## src/rtl/csem_pkg.sv

```systemverilog
`timescale 1ns / 1ps
// Shared types and codes for the counting semaphore table.
// No dependencies; imported by the core and by the slot map.
package csem_pkg;

   // Request kinds carried on req_tuser
   typedef enum logic [1:0] {
      REQ_OPEN  = 2'd0,
      REQ_CLOSE = 2'd1,
      REQ_WAIT  = 2'd2,
      REQ_POST  = 2'd3
   } req_kind_type;

   // Result status codes
   typedef enum logic [2:0] {
      ST_OK       = 3'd0,
      ST_NOT_OPEN = 3'd1,
      ST_NO_SLOT  = 3'd2,
      ST_QFULL    = 3'd3,
      ST_SAT      = 3'd4
   } status_type;

   // Sequencer states
   typedef enum logic [1:0] {
      S_IDLE = 2'd0,
      S_EXEC = 2'd1,
      S_WAKE = 2'd2
   } seq_state_type;

   // Update to the slot occupancy map
   typedef struct packed {
      logic set;
      logic clr;
   } map_op_type;

   localparam int SEM_ID_W   = 4;
   localparam int INIT_W     = 16;
   localparam int PID_PORT_W = 8;

endpackage

```

## src/rtl/counting_semaphore_table_core.sv

```systemverilog
`timescale 1ns / 1ps
// Counting semaphore table: top level with request sequencer and result register.
// Depends on csem_pkg, csem_ram and csem_slot_map.
//
// Usage
//   Requests arrive on the req_ stream: req_tuser carries the request kind
//   (open, close, wait, post), req_tdata the slot, initial count and caller pid.
//   Each request gives exactly one result transaction on the rsp_ stream.
//   One request is in flight at a time. Accept happens in the idle state and
//   issues the read of the slot record; the next cycle checks and updates it.
//   Open, close, wait and a post with no waiter finish in the check state. A post that
//   wakes a waiter goes on to a wake state, since the waiter memory is addressed by the
//   queue head read from the slot memory. So the request rate is set by the
//   read-modify-write of the slot memory and the dependent waiter read.
//   The result is held in an output register; the next request is accepted
//   while a finished result still waits. If rsp_tready stays low the sequencer
//   holds its finished request until the register frees; its memory updates wait
//   with it, except a hand-over, which pops the queue head first and holds the pid.
//   Reset (synchronous, active high) clears the occupancy flags, the sequencer
//   and the result valid. Memories need no clearing: a slot record is loaded
//   by open before it is used, and waiter entries are read only once queued.
module counting_semaphore_table_core #(
   parameter int NUM_SEMS    = 16,
   parameter int QUEUE_DEPTH = 8,
   parameter int PID_BITS    = 8,
   parameter int COUNT_BITS  = 16
) (
   input  logic        clock,
   input  logic        reset,
   input  logic        req_tvalid,
   output logic        req_tready,
   input  logic [1:0]  req_tuser,   // [1:0] req_type
   input  logic [31:0] req_tdata,   // [3:0] sem_id, [19:4] init_value, [27:20] pid, zero pad
   output logic        rsp_tvalid,
   input  logic        rsp_tready,
   output logic [23:0] rsp_tdata    // [2:0] status, [6:3] slot_out, [7] granted,
                                    // [8] woke, [16:9] woke_pid, zero pad
);
   import csem_pkg::*;

   localparam int SLOT_W     = $clog2(NUM_SEMS);
   localparam int QW         = $clog2(QUEUE_DEPTH);
   localparam int LEN_W      = $clog2(QUEUE_DEPTH + 1);
   localparam int REC_W      = COUNT_BITS + QW + LEN_W;
   localparam int WAIT_DEPTH = NUM_SEMS * QUEUE_DEPTH;
   localparam int WAIT_AW    = $clog2(WAIT_DEPTH);
   localparam int CMP_W      = (COUNT_BITS > INIT_W) ? COUNT_BITS : INIT_W;

   // Unpack request
   logic [SEM_ID_W-1:0]   in_sem_id;
   logic [INIT_W-1:0]     in_init;
   logic [PID_PORT_W-1:0] in_pid;
   logic                  req_take;

   assign in_sem_id = req_tdata[3:0];
   assign in_init   = req_tdata[19:4];
   assign in_pid    = req_tdata[27:20];

   // Sequencer and request registers
   seq_state_type         state_ff, state_in;
   req_kind_type          kind_ff;
   logic [SEM_ID_W-1:0]   id_ff;
   logic [INIT_W-1:0]     init_ff;
   logic [PID_BITS-1:0]   pid_ff;

   // Result register
   logic                  rsp_valid_ff;
   status_type            status_ff;
   logic [SEM_ID_W-1:0]   slot_ff;
   logic                  granted_ff;
   logic                  woke_ff;
   logic [PID_PORT_W-1:0] woke_pid_ff;

   // Result staged by the sequencer
   logic                  commit;
   status_type            res_status;
   logic [SEM_ID_W-1:0]   res_slot;
   logic                  res_granted;
   logic                  res_woke;
   logic [PID_PORT_W-1:0] res_woke_pid;

   // Memory ports
   logic                  slot_we;
   logic [SLOT_W-1:0]     slot_waddr;
   logic [REC_W-1:0]      slot_wdata;
   logic [REC_W-1:0]      slot_rdata;
   logic                  wait_we;
   logic [WAIT_AW-1:0]    wait_waddr;
   logic                  wait_re;
   logic [WAIT_AW-1:0]    wait_raddr;
   logic [PID_BITS-1:0]   wait_rdata;

   // Occupancy map
   map_op_type            map_op;
   logic [SLOT_W-1:0]     map_op_idx;
   logic                  look_open;
   logic                  any_free;
   logic [SLOT_W-1:0]     free_idx;

   logic                  out_free;

   assign req_tready = (state_ff == S_IDLE);
   assign req_take   = req_tvalid && req_tready;
   assign out_free   = !rsp_valid_ff || rsp_tready;

   csem_ram #(
      .DEPTH (NUM_SEMS),
      .WIDTH (REC_W)
   ) u_slot_ram (
      .clock   (clock),
      .wr_en   (slot_we),
      .wr_addr (slot_waddr),
      .wr_data (slot_wdata),
      .rd_en   (req_take),
      .rd_addr (SLOT_W'(in_sem_id)),
      .rd_data (slot_rdata)
   );

   csem_ram #(
      .DEPTH (WAIT_DEPTH),
      .WIDTH (PID_BITS)
   ) u_wait_ram (
      .clock   (clock),
      .wr_en   (wait_we),
      .wr_addr (wait_waddr),
      .wr_data (pid_ff),
      .rd_en   (wait_re),
      .rd_addr (wait_raddr),
      .rd_data (wait_rdata)
   );

   csem_slot_map #(
      .NUM_SEMS (NUM_SEMS)
   ) u_slot_map (
      .clock     (clock),
      .reset     (reset),
      .op        (map_op),
      .op_idx    (map_op_idx),
      .look_idx  (SLOT_W'(id_ff)),
      .look_open (look_open),
      .any_free  (any_free),
      .free_idx  (free_idx)
   );

   // Decode the slot record and work out the request
   logic [COUNT_BITS-1:0] rec_count;
   logic [QW-1:0]         rec_head;
   logic [LEN_W-1:0]      rec_len;
   logic [SLOT_W-1:0]     id_idx;
   logic                  slot_valid;
   logic [CMP_W-1:0]      init_ext;
   logic [CMP_W-1:0]      max_ext;
   logic [COUNT_BITS-1:0] init_clamped;
   logic [QW:0]           tail_sum;
   logic [QW-1:0]         tail_pos;
   logic [QW-1:0]         head_next;
   logic [WAIT_AW-1:0]    wait_base;
   logic                  has_waiter;
   logic                  queue_full;
   logic                  count_max;

   always_comb begin
      {rec_count, rec_head, rec_len} = slot_rdata;
      id_idx       = SLOT_W'(id_ff);
      slot_valid   = (int'(id_ff) < NUM_SEMS) && look_open;
      init_ext     = CMP_W'(init_ff);
      max_ext      = CMP_W'({COUNT_BITS{1'b1}});
      init_clamped = COUNT_BITS'((init_ext > max_ext) ? max_ext : init_ext);
      // wrap the tail position: head + len stays below twice the depth
      tail_sum     = (QW + 1)'(rec_head) + (QW + 1)'(rec_len);
      tail_pos     = (tail_sum >= (QW + 1)'(QUEUE_DEPTH)) ?
                     QW'(tail_sum - (QW + 1)'(QUEUE_DEPTH)) : QW'(tail_sum);
      head_next    = (rec_head == QW'(QUEUE_DEPTH - 1)) ? '0 : rec_head + QW'(1);
      wait_base    = WAIT_AW'(id_idx) * WAIT_AW'(QUEUE_DEPTH);
      has_waiter   = (rec_len != '0);
      queue_full   = (rec_len == LEN_W'(QUEUE_DEPTH));
      count_max    = (rec_count == {COUNT_BITS{1'b1}});
   end

   // Next state, memory updates and result
   always_comb begin
      state_in     = state_ff;
      commit       = 1'b0;
      res_status   = ST_OK;
      res_slot     = id_ff;
      res_granted  = 1'b0;
      res_woke     = 1'b0;
      res_woke_pid = '0;
      slot_we      = 1'b0;
      slot_waddr   = id_idx;
      slot_wdata   = slot_rdata;
      wait_we      = 1'b0;
      wait_waddr   = wait_base + WAIT_AW'(tail_pos);
      wait_re      = 1'b0;
      wait_raddr   = wait_base + WAIT_AW'(rec_head);
      map_op       = '0;
      map_op_idx   = id_idx;

      case (state_ff)
         S_IDLE: begin
            if (req_take) begin
               state_in = S_EXEC;
            end
         end

         S_EXEC: begin
            if (kind_ff == REQ_POST && slot_valid && has_waiter) begin
               // hand over: pop the head now, deliver the pid once it is read
               slot_we    = 1'b1;
               slot_wdata = {rec_count, head_next, rec_len - LEN_W'(1)};
               wait_re    = 1'b1;
               state_in   = S_WAKE;
            end else if (out_free) begin
               commit   = 1'b1;
               state_in = S_IDLE;
               case (kind_ff)
                  REQ_OPEN: begin
                     if (!any_free) begin
                        res_status = ST_NO_SLOT;
                     end else begin
                        res_slot   = SEM_ID_W'(free_idx);
                        map_op.set = 1'b1;
                        map_op_idx = free_idx;
                        slot_we    = 1'b1;
                        slot_waddr = free_idx;
                        slot_wdata = {init_clamped, QW'(0), LEN_W'(0)};
                     end
                  end
                  REQ_CLOSE: begin
                     if (!slot_valid) begin
                        res_status = ST_NOT_OPEN;
                     end else begin
                        map_op.clr = 1'b1;
                     end
                  end
                  REQ_WAIT: begin
                     if (!slot_valid) begin
                        res_status = ST_NOT_OPEN;
                     end else if (rec_count != '0) begin
                        res_granted = 1'b1;
                        slot_we     = 1'b1;
                        slot_wdata  = {rec_count - COUNT_BITS'(1), rec_head, rec_len};
                     end else if (queue_full) begin
                        res_status = ST_QFULL;
                     end else begin
                        wait_we    = 1'b1;
                        slot_we    = 1'b1;
                        slot_wdata = {rec_count, rec_head, rec_len + LEN_W'(1)};
                     end
                  end
                  REQ_POST: begin
                     if (!slot_valid) begin
                        res_status = ST_NOT_OPEN;
                     end else if (count_max) begin
                        res_status = ST_SAT;
                     end else begin
                        slot_we    = 1'b1;
                        slot_wdata = {rec_count + COUNT_BITS'(1), rec_head, rec_len};
                     end
                  end
                  default: begin
                     res_status = ST_OK;
                  end
               endcase
            end
         end

         S_WAKE: begin
            if (out_free) begin
               commit       = 1'b1;
               res_woke     = 1'b1;
               res_woke_pid = PID_PORT_W'(wait_rdata);
               state_in     = S_IDLE;
            end
         end

         default: begin
            state_in = S_IDLE;
         end
      endcase
   end

   // Sequencer state and captured request
   always_ff @(posedge clock) begin
      if (reset) begin
         state_ff <= S_IDLE;
      end else begin
         state_ff <= state_in;
      end
   end

   always_ff @(posedge clock) begin
      if (req_take) begin
         kind_ff <= req_kind_type'(req_tuser);
         id_ff   <= in_sem_id;
         init_ff <= in_init;
         pid_ff  <= PID_BITS'(in_pid);
      end
   end

   // Result register: load on commit, drop the valid once the transaction is taken
   always_ff @(posedge clock) begin
      if (reset) begin
         rsp_valid_ff <= 1'b0;
      end else if (commit) begin
         rsp_valid_ff <= 1'b1;
      end else if (rsp_tready) begin
         rsp_valid_ff <= 1'b0;
      end
   end

   always_ff @(posedge clock) begin
      if (commit) begin
         status_ff   <= res_status;
         slot_ff     <= res_slot;
         granted_ff  <= res_granted;
         woke_ff     <= res_woke;
         woke_pid_ff <= res_woke_pid;
      end
   end

   assign rsp_tvalid = rsp_valid_ff;
   assign rsp_tdata  = {7'b0, woke_pid_ff, woke_ff, granted_ff, slot_ff, status_ff};

endmodule

```

## src/rtl/csem_ram.sv

```systemverilog
`timescale 1ns / 1ps
// Simple dual-port synchronous RAM: one write port, one read port, registered read.
// No dependencies.
module csem_ram #(
   parameter int DEPTH = 16,
   parameter int WIDTH = 8
) (
   input  logic                     clock,
   input  logic                     wr_en,
   input  logic [$clog2(DEPTH)-1:0] wr_addr,
   input  logic [WIDTH-1:0]         wr_data,
   input  logic                     rd_en,
   input  logic [$clog2(DEPTH)-1:0] rd_addr,
   output logic [WIDTH-1:0]         rd_data
);

   logic [WIDTH-1:0] mem [DEPTH];
   logic [WIDTH-1:0] rd_data_ff;

   always_ff @(posedge clock) begin
      if (wr_en) begin
         mem[wr_addr] <= wr_data;
      end
      if (rd_en) begin
         rd_data_ff <= mem[rd_addr];
      end
   end

   assign rd_data = rd_data_ff;

endmodule

```

## src/rtl/csem_slot_map.sv

```systemverilog
`timescale 1ns / 1ps
// Slot occupancy flags with a registered lowest-free-slot search.
// Depends on csem_pkg.
module csem_slot_map #(
   parameter int NUM_SEMS = 16
) (
   input  logic                        clock,
   input  logic                        reset,
   input  csem_pkg::map_op_type        op,
   input  logic [$clog2(NUM_SEMS)-1:0] op_idx,
   input  logic [$clog2(NUM_SEMS)-1:0] look_idx,
   output logic                        look_open,
   output logic                        any_free,
   output logic [$clog2(NUM_SEMS)-1:0] free_idx
);
   import csem_pkg::*;

   localparam int SLOT_W = $clog2(NUM_SEMS);

   logic [NUM_SEMS-1:0] open_ff;
   logic                any_free_ff;
   logic [SLOT_W-1:0]   free_idx_ff;
   logic                any_free_in;
   logic [SLOT_W-1:0]   free_idx_in;

   // lowest clear flag wins
   always_comb begin
      any_free_in = 1'b0;
      free_idx_in = '0;
      for (int i = NUM_SEMS - 1; i >= 0; i--) begin
         if (!open_ff[i]) begin
            any_free_in = 1'b1;
            free_idx_in = SLOT_W'(i);
         end
      end
   end

   always_ff @(posedge clock) begin
      if (reset) begin
         open_ff     <= '0;
         any_free_ff <= 1'b0;
         free_idx_ff <= '0;
      end else begin
         if (op.set) begin
            open_ff[op_idx] <= 1'b1;
         end else if (op.clr) begin
            open_ff[op_idx] <= 1'b0;
         end
         any_free_ff <= any_free_in;
         free_idx_ff <= free_idx_in;
      end
   end

   assign look_open = open_ff[look_idx];
   assign any_free  = any_free_ff;
   assign free_idx  = free_idx_ff;

endmodule
```

## config.mk

```make
export PLATFORM = sky130hd
export DESIGN_NAME = counting_semaphore_table_core
export DESIGN_NICKNAME = d
export VERILOG_FILES = /design/src/rtl/csem_pkg.sv /design/src/rtl/counting_semaphore_table_core.sv /design/src/rtl/csem_ram.sv /design/src/rtl/csem_slot_map.sv
export SDC_FILE = /design/constraint.sdc
export NUM_CORES = 1
export LEC_CHECK = 0
export ABC_AREA = 0
export BUFFER_PORTS_ARGS = -buffer_cell sky130_fd_sc_hd__buf_4
export CELL_PAD_IN_SITES_DETAIL_PLACEMENT = 2
export CELL_PAD_IN_SITES_GLOBAL_PLACEMENT = 2
export CORE_MARGIN = 2
export CORE_UTILIZATION = 56
export CTS_BUF_LIST = sky130_fd_sc_hd__clkbuf_8
export CTS_CLUSTER_SIZE = 14
export DETAILED_ROUTE_END_ITERATION = 8
export PLACE_DENSITY = 0.95
export SETUP_SLACK_MARGIN = 0.4
export SYNTH_ARGS = -nofsm -noshare
export SYNTH_HDL_FRONTEND = slang
export SYNTH_SLANG_ARGS = --single-unit
export TNS_END_PERCENT = 20
```

## constraint.sdc

```tcl
create_clock -name clock -period 8.1 [get_ports clock]
set_clock_uncertainty 0.1 [all_clocks]
set_input_delay 0.81 -clock clock [delete_from_list [all_inputs] [get_ports clock]]
set_output_delay 0.81 -clock clock [all_outputs]
set_load 0.01 [all_outputs]
```

==> results of run 1 <==
## cell families after synthesis
| family | count (synthesis) |
|---|---|
| AO/OA/AOI/OAI | 244 |
| XOR/XNOR | 5 |
| adder cells (fa/ha/maj) | 13 |
| buffers and inverters | 202 |
| flip-flops | 1494 |
| multiplexers | 519 |
| other | 1 |
| AND/OR/NAND/NOR | 431 |
## through the flow
step | instances | area, um^2
after floorplan | 2915 | 59100
after global placement | 4241 | 61200
==> results.txt, run 1 <==
----------------------------------------------------
[Synthesis]
  Cells after synthesis ... 2909
  FF+latch count, synth ... 1494
  Post-synth top area share ... 74.7%
  Largest family of logic cells by synthesized area ... multiplexers
  Xor and xnor fraction of the mapped netlist area ... 0.0741%
  Largest cells by area after synthesis ... edfxtp_1, mux4_2, mux2i_1
  Number of library cell types mapped by synthesis ... 63
  Area share of fa/ha/maj cells after synthesis ... 0.288%
  Dominant synthesized flop cell ... edfxtp_1
  Avg Cell Area, Syn ... 20.3 um^2
  Most used standard cell by instance count after synthesis ... edfxtp_1
  Post-synthesis compound-gate area fraction ... 2.73%
  Asr flop ratio synth ... 0%
  Synth cell count leaders ... edfxtp_1, mux4_2, nor2_1
  Area of the mapped netlist ... 0.0591 mm^2
  Sequential-to-total area share from yosys stat ... 75.5%
  Number of synthesized flops with an enable pin ... 1470
  Multiplexer share of the synthesized area ... 16.7%
  Post-synthesis simple-gate area fraction ... 3.33%
  Syn. warnings ... 0
  Largest area contributor in the synthesized netlist ... edfxtp_1

[Run status]
  Outcome ... stopped before the end
  Stage where the flow stopped ... 3_5_place_dp
  Stop err ... [ERROR DPL-0033] detailed placement checks failed during check placement.

[Place]
  Port Buffer Count ... 52
  Global placement routability congestion ... 0.883
  Half-perimeter wire length after placement ... 156000 um

[Floorplan]
  Die boundary height ... 329 um
  Initial cell density of the core ... 56.3%
  Horizontal die dimension ... 329 um
  Num rows ... 119
  Number of top-level design ports ... 64

----------------------------------------------------
==> inputs of run 2 (changes only) <==
- CELL_PAD_IN_SITES_DETAIL_PLACEMENT: 2 -> default
- CELL_PAD_IN_SITES_GLOBAL_PLACEMENT: 2 -> default
- CORE_UTILIZATION: 56 -> 40
- CTS_BUF_LIST: sky130_fd_sc_hd__clkbuf_8 -> default
- CTS_CLUSTER_SIZE: 14 -> default
- PLACE_DENSITY: 0.95 -> default
- PLACE_DENSITY_LB_ADDON: default -> 0.15
- SETUP_SLACK_MARGIN: 0.4 -> default
==> run 2 against run 1 <==
- the run now ends clean
- synthesized cell count is the same
- area after synthesis stayed put
==> results.txt, run 2 <==
----------------------------------------------------
[Place]
  Half-perimeter wire length after placement ... 82100 um (-47%)
  Pre-CTS WS ... 2830 ps
  Placed instance count ... 4781
  Global placement routability congestion ... 0.866 (-1.9%)
  Port Buffer Count ... 52 (unchanged)

[Synthesis]
  Synth cell count leaders ... edfxtp_1, mux4_2, nor2_1
  Most used standard cell by instance count after synthesis ... edfxtp_1
  Sequential-to-total area share from yosys stat ... 75.5% (unchanged)
  Number of library cell types mapped by synthesis ... 63 (unchanged)
  Post-synth top area share ... 74.7% (unchanged)
  Area of the mapped netlist ... 0.0591 mm^2 (unchanged)
  Syn. warnings ... 0 (unchanged)
  FF+latch count, synth ... 1494 (unchanged)
  Dominant synthesized flop cell ... edfxtp_1
  Avg Cell Area, Syn ... 20.3 um^2 (unchanged)
  Largest cells by area after synthesis ... edfxtp_1, mux4_2, mux2i_1
  Number of synthesized flops with an enable pin ... 1470 (unchanged)
  Asr flop ratio synth ... 0% (unchanged)
  Cells after synthesis ... 2909 (unchanged)
  Largest area contributor in the synthesized netlist ... edfxtp_1

[Timing]
  Final Setup Violations ... 0
  Setup tns final ... 0 ps
  Final min period ... 5080 ps
  Ratio of final minimum period to clock period ... 62.7%
  Slew @ Worst Pin ... 1360 ps
  Final Hold Violating Endpoints ... 0
  Final max-slew violation count ... 0
  Worst-case setup margin in the final layout ... 3020 ps
  Fmax ... 197 MHz
  Unrepaired setup endpoints after global routing ... no
  Max-Slew Margin vs Limit ... 9.13%

[Clocking]
  Total CTS buffers ... 154
  Clock latency reported for the late side of the worst-skew pair ... 790 ps
  CTS sink cnt ... 1494
  Post-cts hold buffer count ... 0
  Post-CTS clock slew at the launch and capture registers of the worst setup and hold paths ... 60 ps
  Number of gates resized after cts ... 0
  Buffers inserted by post-CTS timing repair ... 0
  Htree depth ... 4
  Bufs on Longest Clock Path ... 3
  Clock tree from TritonCTS ... built
  Cell at the root of the clock tree ... clkbuf_16

[Routing]
  Total wire length ... 142000 um
  DR pass1 iterations ... 6
  Via density per instance ... 5.72
  DRC viols ... 0
  Detail Route Antenna Nets ... 0
  Detailed router's first-iteration violation count ... 2674
  Routed wire per std cell ... 28.1 um
  Via count of the routed design ... 28900

[Global route]
  Vias in the first global route ... 29800
  Remaining Overflow, GRT ... 0
  Global-route total usage across every layer ... 18.8%
  Initial antenna violation count ... 1
  Maximum number of pins on one net before global-route repair ... 105
  Wire length of the first global-routing pass ... 206000 um

[Worst setup path]
  Endpoint type of the worst setup path ... flip-flop
  Top delay family on crit path ... simple AND/OR/NAND/NOR gates
  Cells along the critical path ... nor2_1 -> a21oi_1 -> a22o_1 -> nand3_1 -> o21a_1 -> nor3_2 -> buf_4
  Startpoint class of the critical path ... flip-flop
  Critical Path Stages ... 7
  Start-to-end type of the worst setup path ... flip-flop to flip-flop
  Worst Path Arrival ... 5410 ps
  Highest fanout seen on the critical path ... 18
  Depth of the worst register-to-register path ... 7
  Standard cell with the maximum stage delay on the critical path ... nor3_2
  Critical path data required time ... 8440 ps
  Delay of the slowest critical-path stage ... 1060 ps
  Buffers and inverters on the worst path ... 1

[Finish]
  Core occupancy in the finished layout ... 45.3%
  Area delta synth->final ... 12.7%
  Share of post-route cells with drive strength above 1 ... 23.7%
  Final antenna diode count ... 0
  Number of flip-flops in the largest register ... 1024
  Final cell count without fillers ... 5059
  Highest-count cells in the layout ignoring fill and taps ... edfxtp_1, mux4_2, nor2_1
  Number of nets at the end of the flow ... 3058
  Most flops, register ... u_wait_ram.mem
  Leading cell type in the layout, fill and taps excluded ... edfxtp_1

[Floorplan]
  Initial cell density of the core ... 40.1% (-16 points)
  Floorplan Core Area ... 0.147 mm^2
  Die boundary height ... 388 um (+18%)
  Num rows ... 141 (+18%)
  Horizontal die dimension ... 388 um (+18%)
  Number of top-level design ports ... 64 (unchanged)
  Die Area ... 0.151 mm^2

[Pwr]
  Power per unit of standard cell area ... 246 mW/mm^2
  P_leak ... 20.7 nW
  Worst vdd rail ir drop ... 196 uV
  Power Total ... 16.4 mW

[Worst hold path]
  Number of cells traversed by the worst hold path ... 1
  Type of the worst min-delay path ... primary input to flip-flop

[Run]
  Maximum Capacitance Violations ... 0

[Run status]
  Outcome ... finished, final reports clean

----------------------------------------------------
-- run 2: cell counts after synthesis --
Identical to the previous run, type by type.
-- run 2: layout make-up --
cell class	instances	area, um^2
flip-flops and latches	1494	44600
inverters	19	71.3
well taps	1930	2410
fillers	12400	80600
multi-input cells	1219	13800
clock inverters	85	687
clock buffers	193	4140
repair buffers	119	935
-- run 2: power breakdown --
group	internal (mW)	switching (mW)	total (mW)
sequential	8.58	0.0450	8.63
combinational	0.380	0.636	1.02
clock	3.85	2.92	6.77
total	12.8	3.60	16.4
-- run 2: final timing paths --
| check | from | slack [ps] | end |
|---|---|---|---|
| max reg2reg | id_ff[1] | 3020 | u_slot_ram.mem[14][4] |
| max | id_ff[1] | 3020 | u_slot_ram.mem[14][4] |
| min | req_tdata[23] | 90 | pid_ff[3] |
| min reg2reg | flip-flop | 420 | flip-flop |
-- run 2: routing by layer --
metal / track usage, % / vias up / part of all wire (%)
met5: 0 / - / 0
met4: 5.14 / 0 / 2.1
met3: 3.36 / 201 / 6.0
met2: 30.8 / 946 / 49
met1: 26.1 / 15500 / 43
li1: - / 12300 / -
-- run 2: cell families (layout without fill, tap and decap cells) --
| family | after synthesis | count (layout) | share of synthesized area [%] |
|---|---|---|---|
| and+or+nand+nor | 431 | 431 | 3.33 |
| muxes | 519 | 519 | 16.7 |
| xor gates and xnor gates | 5 | 5 | 0.0741 |
| other | 1 | 7 | 0.00634 |
| adders and majority gates | 13 | 13 | 0.288 |
| DFF | 1494 | 1494 | 75.5 |
| buffers and inverters | 202 | 416 | 1.41 |
| AOI/OAI and AO/OA | 244 | 244 | 2.73 |
-- run 2: metrics by stage --
step | hold WS, ps | cell area (um^2)
4_1_cts | 19.1 | 66700
5_1_grt | 42.9 | 66700
6_report | 94.1 | 66700
3_3_place_gp | 392 | 61800
3_5_place_dp | 404 | 61800
2_1_floorplan | 364 | 59100
No activity file was read; power rests on OpenSTA's default activity.
==> inputs of run 3 (changes only) <==
- ABC_AREA: 0 -> 1
- clock period: 8.1 -> 5.1 ns (I/O delays scaled with it)
==> run 3 against run 2 <==
- final cell count grew 41%
- area after synthesis grew 3.7%
- fmax grew 21%
- utilization grew 0.68 points
- combinational power grew 120%
- power grew 67%
- sequential power grew 60%
- register-to-register slack lost 2100 ps
- non-clock buffer count grew 107
- routed wire length grew 18%
- hold slack gained 83 ps
- critical path type unchanged
==> results.txt, run 3 <==
----------------------------------------------------
[Run status]
  Outcome ... finished, final reports clean

[Pwr]
  P_leak ... 23.3 nW (+13%)
  Clk pwr share ... 41.3% (about the same)
  Net load switching power ... 6.57 mW (+83%)
  Worst vdd rail ir drop ... 371 uV (+89%)
  Internal Pwr Total ... 20.8 mW (+63%)
  Portion of total power attributed to combinational logic ... 8.3% (+2.1 points)
  Switching share of power ... 24.0% (+2.1 points)
  Power per unit of standard cell area ... 392 mW/mm^2 (+59%)
  Sequential share of power ... 50.4% (-2.2 points)

[Routing]
  Total wire length ... 167000 um (+18%)
  Detailed router's first-iteration violation count ... 3861 (+44%)
  DRC viols ... 0 (unchanged)
  Detail Route Antenna Nets ... 0 (unchanged)
  DR pass1 iterations ... 6 (unchanged)
  Via count of the routed design ... 39000 (+35%)
  Via density per instance ... 5.45 (-4.7%)
  Routed wire per std cell ... 23.4 um (-17%)

[Floorplan]
  Floorplan Core Area ... 0.152 mm^2 (+3.2%)
  Die Area ... 0.156 mm^2 (+3.7%)
  Horizontal die dimension ... 396 um (+1.8%)
  Number of top-level design ports ... 64 (unchanged)
  Die boundary height ... 396 um (+1.8%)
  Num rows ... 143 (+1.4%)
  Initial cell density of the core ... 40.3% (+0.19 points)

[Worst setup path]
  End of the worst register-to-register path ... u_wait_ram.mem[50][3]
  Cells along the critical path ... inv_2 -> nand2_1 -> nand2_1 -> nand2_1 -> nand2_1 -> nand2_1 -> nand2_1 -> nor2_4 -> buf_4 -> nand3_1 -> nor3_4 -> nand3_1 -> buf_4 -> nor2_1
  Internal reg-to-reg setup slack ... 890 ps (-2130 ps)
  Standard cell with the maximum stage delay on the critical path ... nor2_1
  Delay of the slowest critical-path stage ... 750 ps (-310 ps)
  R2r startpoint ... id_ff[0]
  Depth of the worst register-to-register path ... 14 (+7)
  Highest fanout seen on the critical path ... 43 (+25)
  Cell type with the highest occurrence count on the critical path ... nand2_1
  Worst Path Arrival ... 4520 ps (-890 ps)
  Critical path data required time ... 5420 ps (-3020 ps)
  Endpoint type of the worst setup path ... flip-flop
  Start-to-end type of the worst setup path ... flip-flop to flip-flop
  Startpoint class of the critical path ... flip-flop

[Synthesis]
  Synth cell count leaders ... edfxtp_1, nor2_1, o21ai_0
  FF+latch count, synth ... 1494 (unchanged)
  Sequential-to-total area share from yosys stat ... 72.7% (-2.7 points)
  Syn. warnings ... 0 (unchanged)
  Most used standard cell by instance count after synthesis ... edfxtp_1
  Number of library cell types mapped by synthesis ... 37 (-41%)
  Avg Cell Area, Syn ... 12.5 um^2 (-39%)
  Number of synthesized flops with an enable pin ... 1470 (unchanged)
  Area of the mapped netlist ... 0.0613 mm^2 (+3.7%)
  Asr flop ratio synth ... 0% (unchanged)
  Post-synth top area share ... 72.0% (-2.7 points)
  Dominant synthesized flop cell ... edfxtp_1
  Largest area contributor in the synthesized netlist ... edfxtp_1
  Cells after synthesis ... 4913 (+69%)
  Largest cells by area after synthesis ... edfxtp_1, o21ai_0, nor2_1

[Finish]
  Share of post-route cells with drive strength above 1 ... 8.58% (-15 points)
  Core occupancy in the finished layout ... 45.9% (+0.68 points)
  Highest-count cells in the layout ignoring fill and taps ... edfxtp_1, nor2_1, o21ai_0
  Area delta synth->final ... 13.9%
  Number of nets at the end of the flow ... 5032 (+65%)
  Most flops, register ... u_wait_ram.mem
  Number of flip-flops in the largest register ... 1024 (unchanged)
  Final antenna diode count ... 0 (unchanged)
  Leading cell type in the layout, fill and taps excluded ... edfxtp_1

[Place]
  Global placement routability congestion ... 0.911 (+5.2%)
  Half-perimeter wire length after placement ... 91600 um (+12%)
  Port Buffer Count ... 52 (unchanged)

[Timing]
  Fmax ... 238 MHz (+21%)
  Final min period ... 4210 ps (-871 ps)
  Unrepaired setup endpoints after global routing ... no
  Final max-slew violation count ... 0 (unchanged)
  Max-Slew Margin vs Limit ... 8.76% (-0.36 points)
  Slew @ Worst Pin ... 1370 ps (+5.43 ps)
  Final Hold Violating Endpoints ... 0 (unchanged)
  Final Setup Violations ... 0 (unchanged)
  Setup tns final ... 0 ps (unchanged)
  Ratio of final minimum period to clock period ... 82.5% (+20 points)

[Clocking]
  Number of gates resized after cts ... 0 (unchanged)
  Post-CTS clock slew at the launch and capture registers of the worst setup and hold paths ... 60 ps (about the same)
  Htree depth ... 4 (unchanged)
  CTS sink cnt ... 1494 (unchanged)
  Cell at the root of the clock tree ... clkbuf_16
  Clock tree from TritonCTS ... built
  Clock latency reported for the late side of the worst-skew pair ... 790 ps (about the same)
  Total CTS buffers ... 162 (+5.2%)
  Bufs on Longest Clock Path ... 3 (unchanged)
  Buffers inserted by post-CTS timing repair ... 0 (unchanged)

[Global route]
  Wire length of the first global-routing pass ... 247000 um (+20%)
  Vias in the first global route ... 37500 (+26%)
  Maximum number of pins on one net before global-route repair ... 136 (+30%)
  Remaining Overflow, GRT ... 0 (unchanged)
  Initial antenna violation count ... 4 (+3)
  Global-route total usage across every layer ... 21.1% (+2.3 points)

[Worst hold path]
  Number of cells traversed by the worst hold path ... 1 (unchanged)
  Sink of the worst hold path ... id_ff[3]
  Worst min-delay path startpoint ... req_tdata[3]
  Type of the worst min-delay path ... primary input to flip-flop

[Run]
  Maximum Capacitance Violations ... 0 (unchanged)

----------------------------------------------------
run 3: cell count changes in the layout (fill, tap and decap cells not counted), moves of 57 or more:
cell / before / now
nand3_1: 35 / 166
o221ai_1: 2 / 77
a21oi_1: 39 / 120
o211ai_1: 3 / 274
mux4_2: 373 / 0
buf_4: 115 / 172
inv_1: 19 / 222
o21ai_0: 32 / 739
nor2_1: 181 / 868
nand2_1: 74 / 361
run 3: cells by family (layout without fill, tap and decap cells):
| kind of cell | count (synthesis) | count (layout) | share of synthesized area (%) |
|---|---|---|---|
| other | 1 | 7 | 0.00611 |
| DFF | 1494 | 1494 | 72.7 |
| buffers and inverters | 560 | 758 | 3.52 |
| xor gates and xnor gates | 20 | 20 | 0.286 |
| AOI/OAI and AO/OA | 1286 | 1286 | 12.3 |
| muxes | 92 | 92 | 1.50 |
| and+or+nand+nor | 1447 | 1447 | 9.38 |
| adders and majority gates | 13 | 13 | 0.277 |
run 3: worst max path at each step:
stage | slack, ps | from | cells past startpoint | end
global route | 600 | id_ff[0] | 14 | u_wait_ram.mem[8][5]
CTS | 880 | id_ff[0] | 14 | u_wait_ram.mem[40][1]
global placement | 980 | id_ff[0] | 14 | u_wait_ram.mem[121][7]
finish | 890 | id_ff[0] | 14 | u_wait_ram.mem[50][3]
detailed placement | 900 | id_ff[0] | 14 | u_wait_ram.mem[120][2]
floorplan | 2160 | id_ff[0] | 12 | u_slot_ram.mem[0][21]
run 3: critical path, delay by kind of cell (launching register included):
family	cells	cell delay [ps]
buffers and inverters	3	960
flip-flops	1	630
AND/OR/NAND/NOR	11	2110
run 3: per-layer routing:
metal  share of wire (%)  global-route usage (%)  wire length (um)  up-vias
li1                    -                       -                 -    18100
met4                 2.5                    5.89              4180        4
met3                 6.6                    4.09             11000      241
met5               0.066                   0.462               111        -
met1                  46                    31.0             77400    19400
met2                  45                    31.8             74500     1223
run 3: stage by stage:
stage / total power [mW] / instance area (um^2) / instances / hold slack [ps] / worst slack (ps)
2_1_floorplan: 15.4 / 61400 / 4919 / 342 / 2160
3_3_place_gp: 16.3 / 64400 / 6817 / 388 / 976
6_report: 27.4 / 69900 / 7147 / 177 / 894
3_5_place_dp: 16.3 / 64400 / 6817 / 394 / 897
5_1_grt: 28.3 / 69900 / 7147 / 118 / 596
4_1_cts: 27.6 / 69800 / 7146 / 95.3 / 878
run 3: layout make-up:
class	count	area, um^2
Clock buffer	207	4350
Clock inverter	93	754
Fill cell	13700	82200
Inverter	232	883
Multi-Input combinational cell	2865	14600
Sequential cell	1494	44600
Tap cell	2030	2540
Timing Repair Buffer	226	2080
run 3: power by group through the flow:
stage / Clock, mW / Combinational, mW / Sequential (mW)
global route: 12.0 / 2.52 / 13.8
finish: 11.3 / 2.28 / 13.8
floorplan: 0 / 1.31 / 14.1
CTS: 11.5 / 2.30 / 13.8
global placement: 0 / 2.25 / 14.1
detailed placement: 0 / 2.27 / 14.1
run 3: what timing repair did:
item,in CTS,in global routing
hold endpoints to repair,47,0
hold buffers,29,0
setup endpoints to repair,0,0
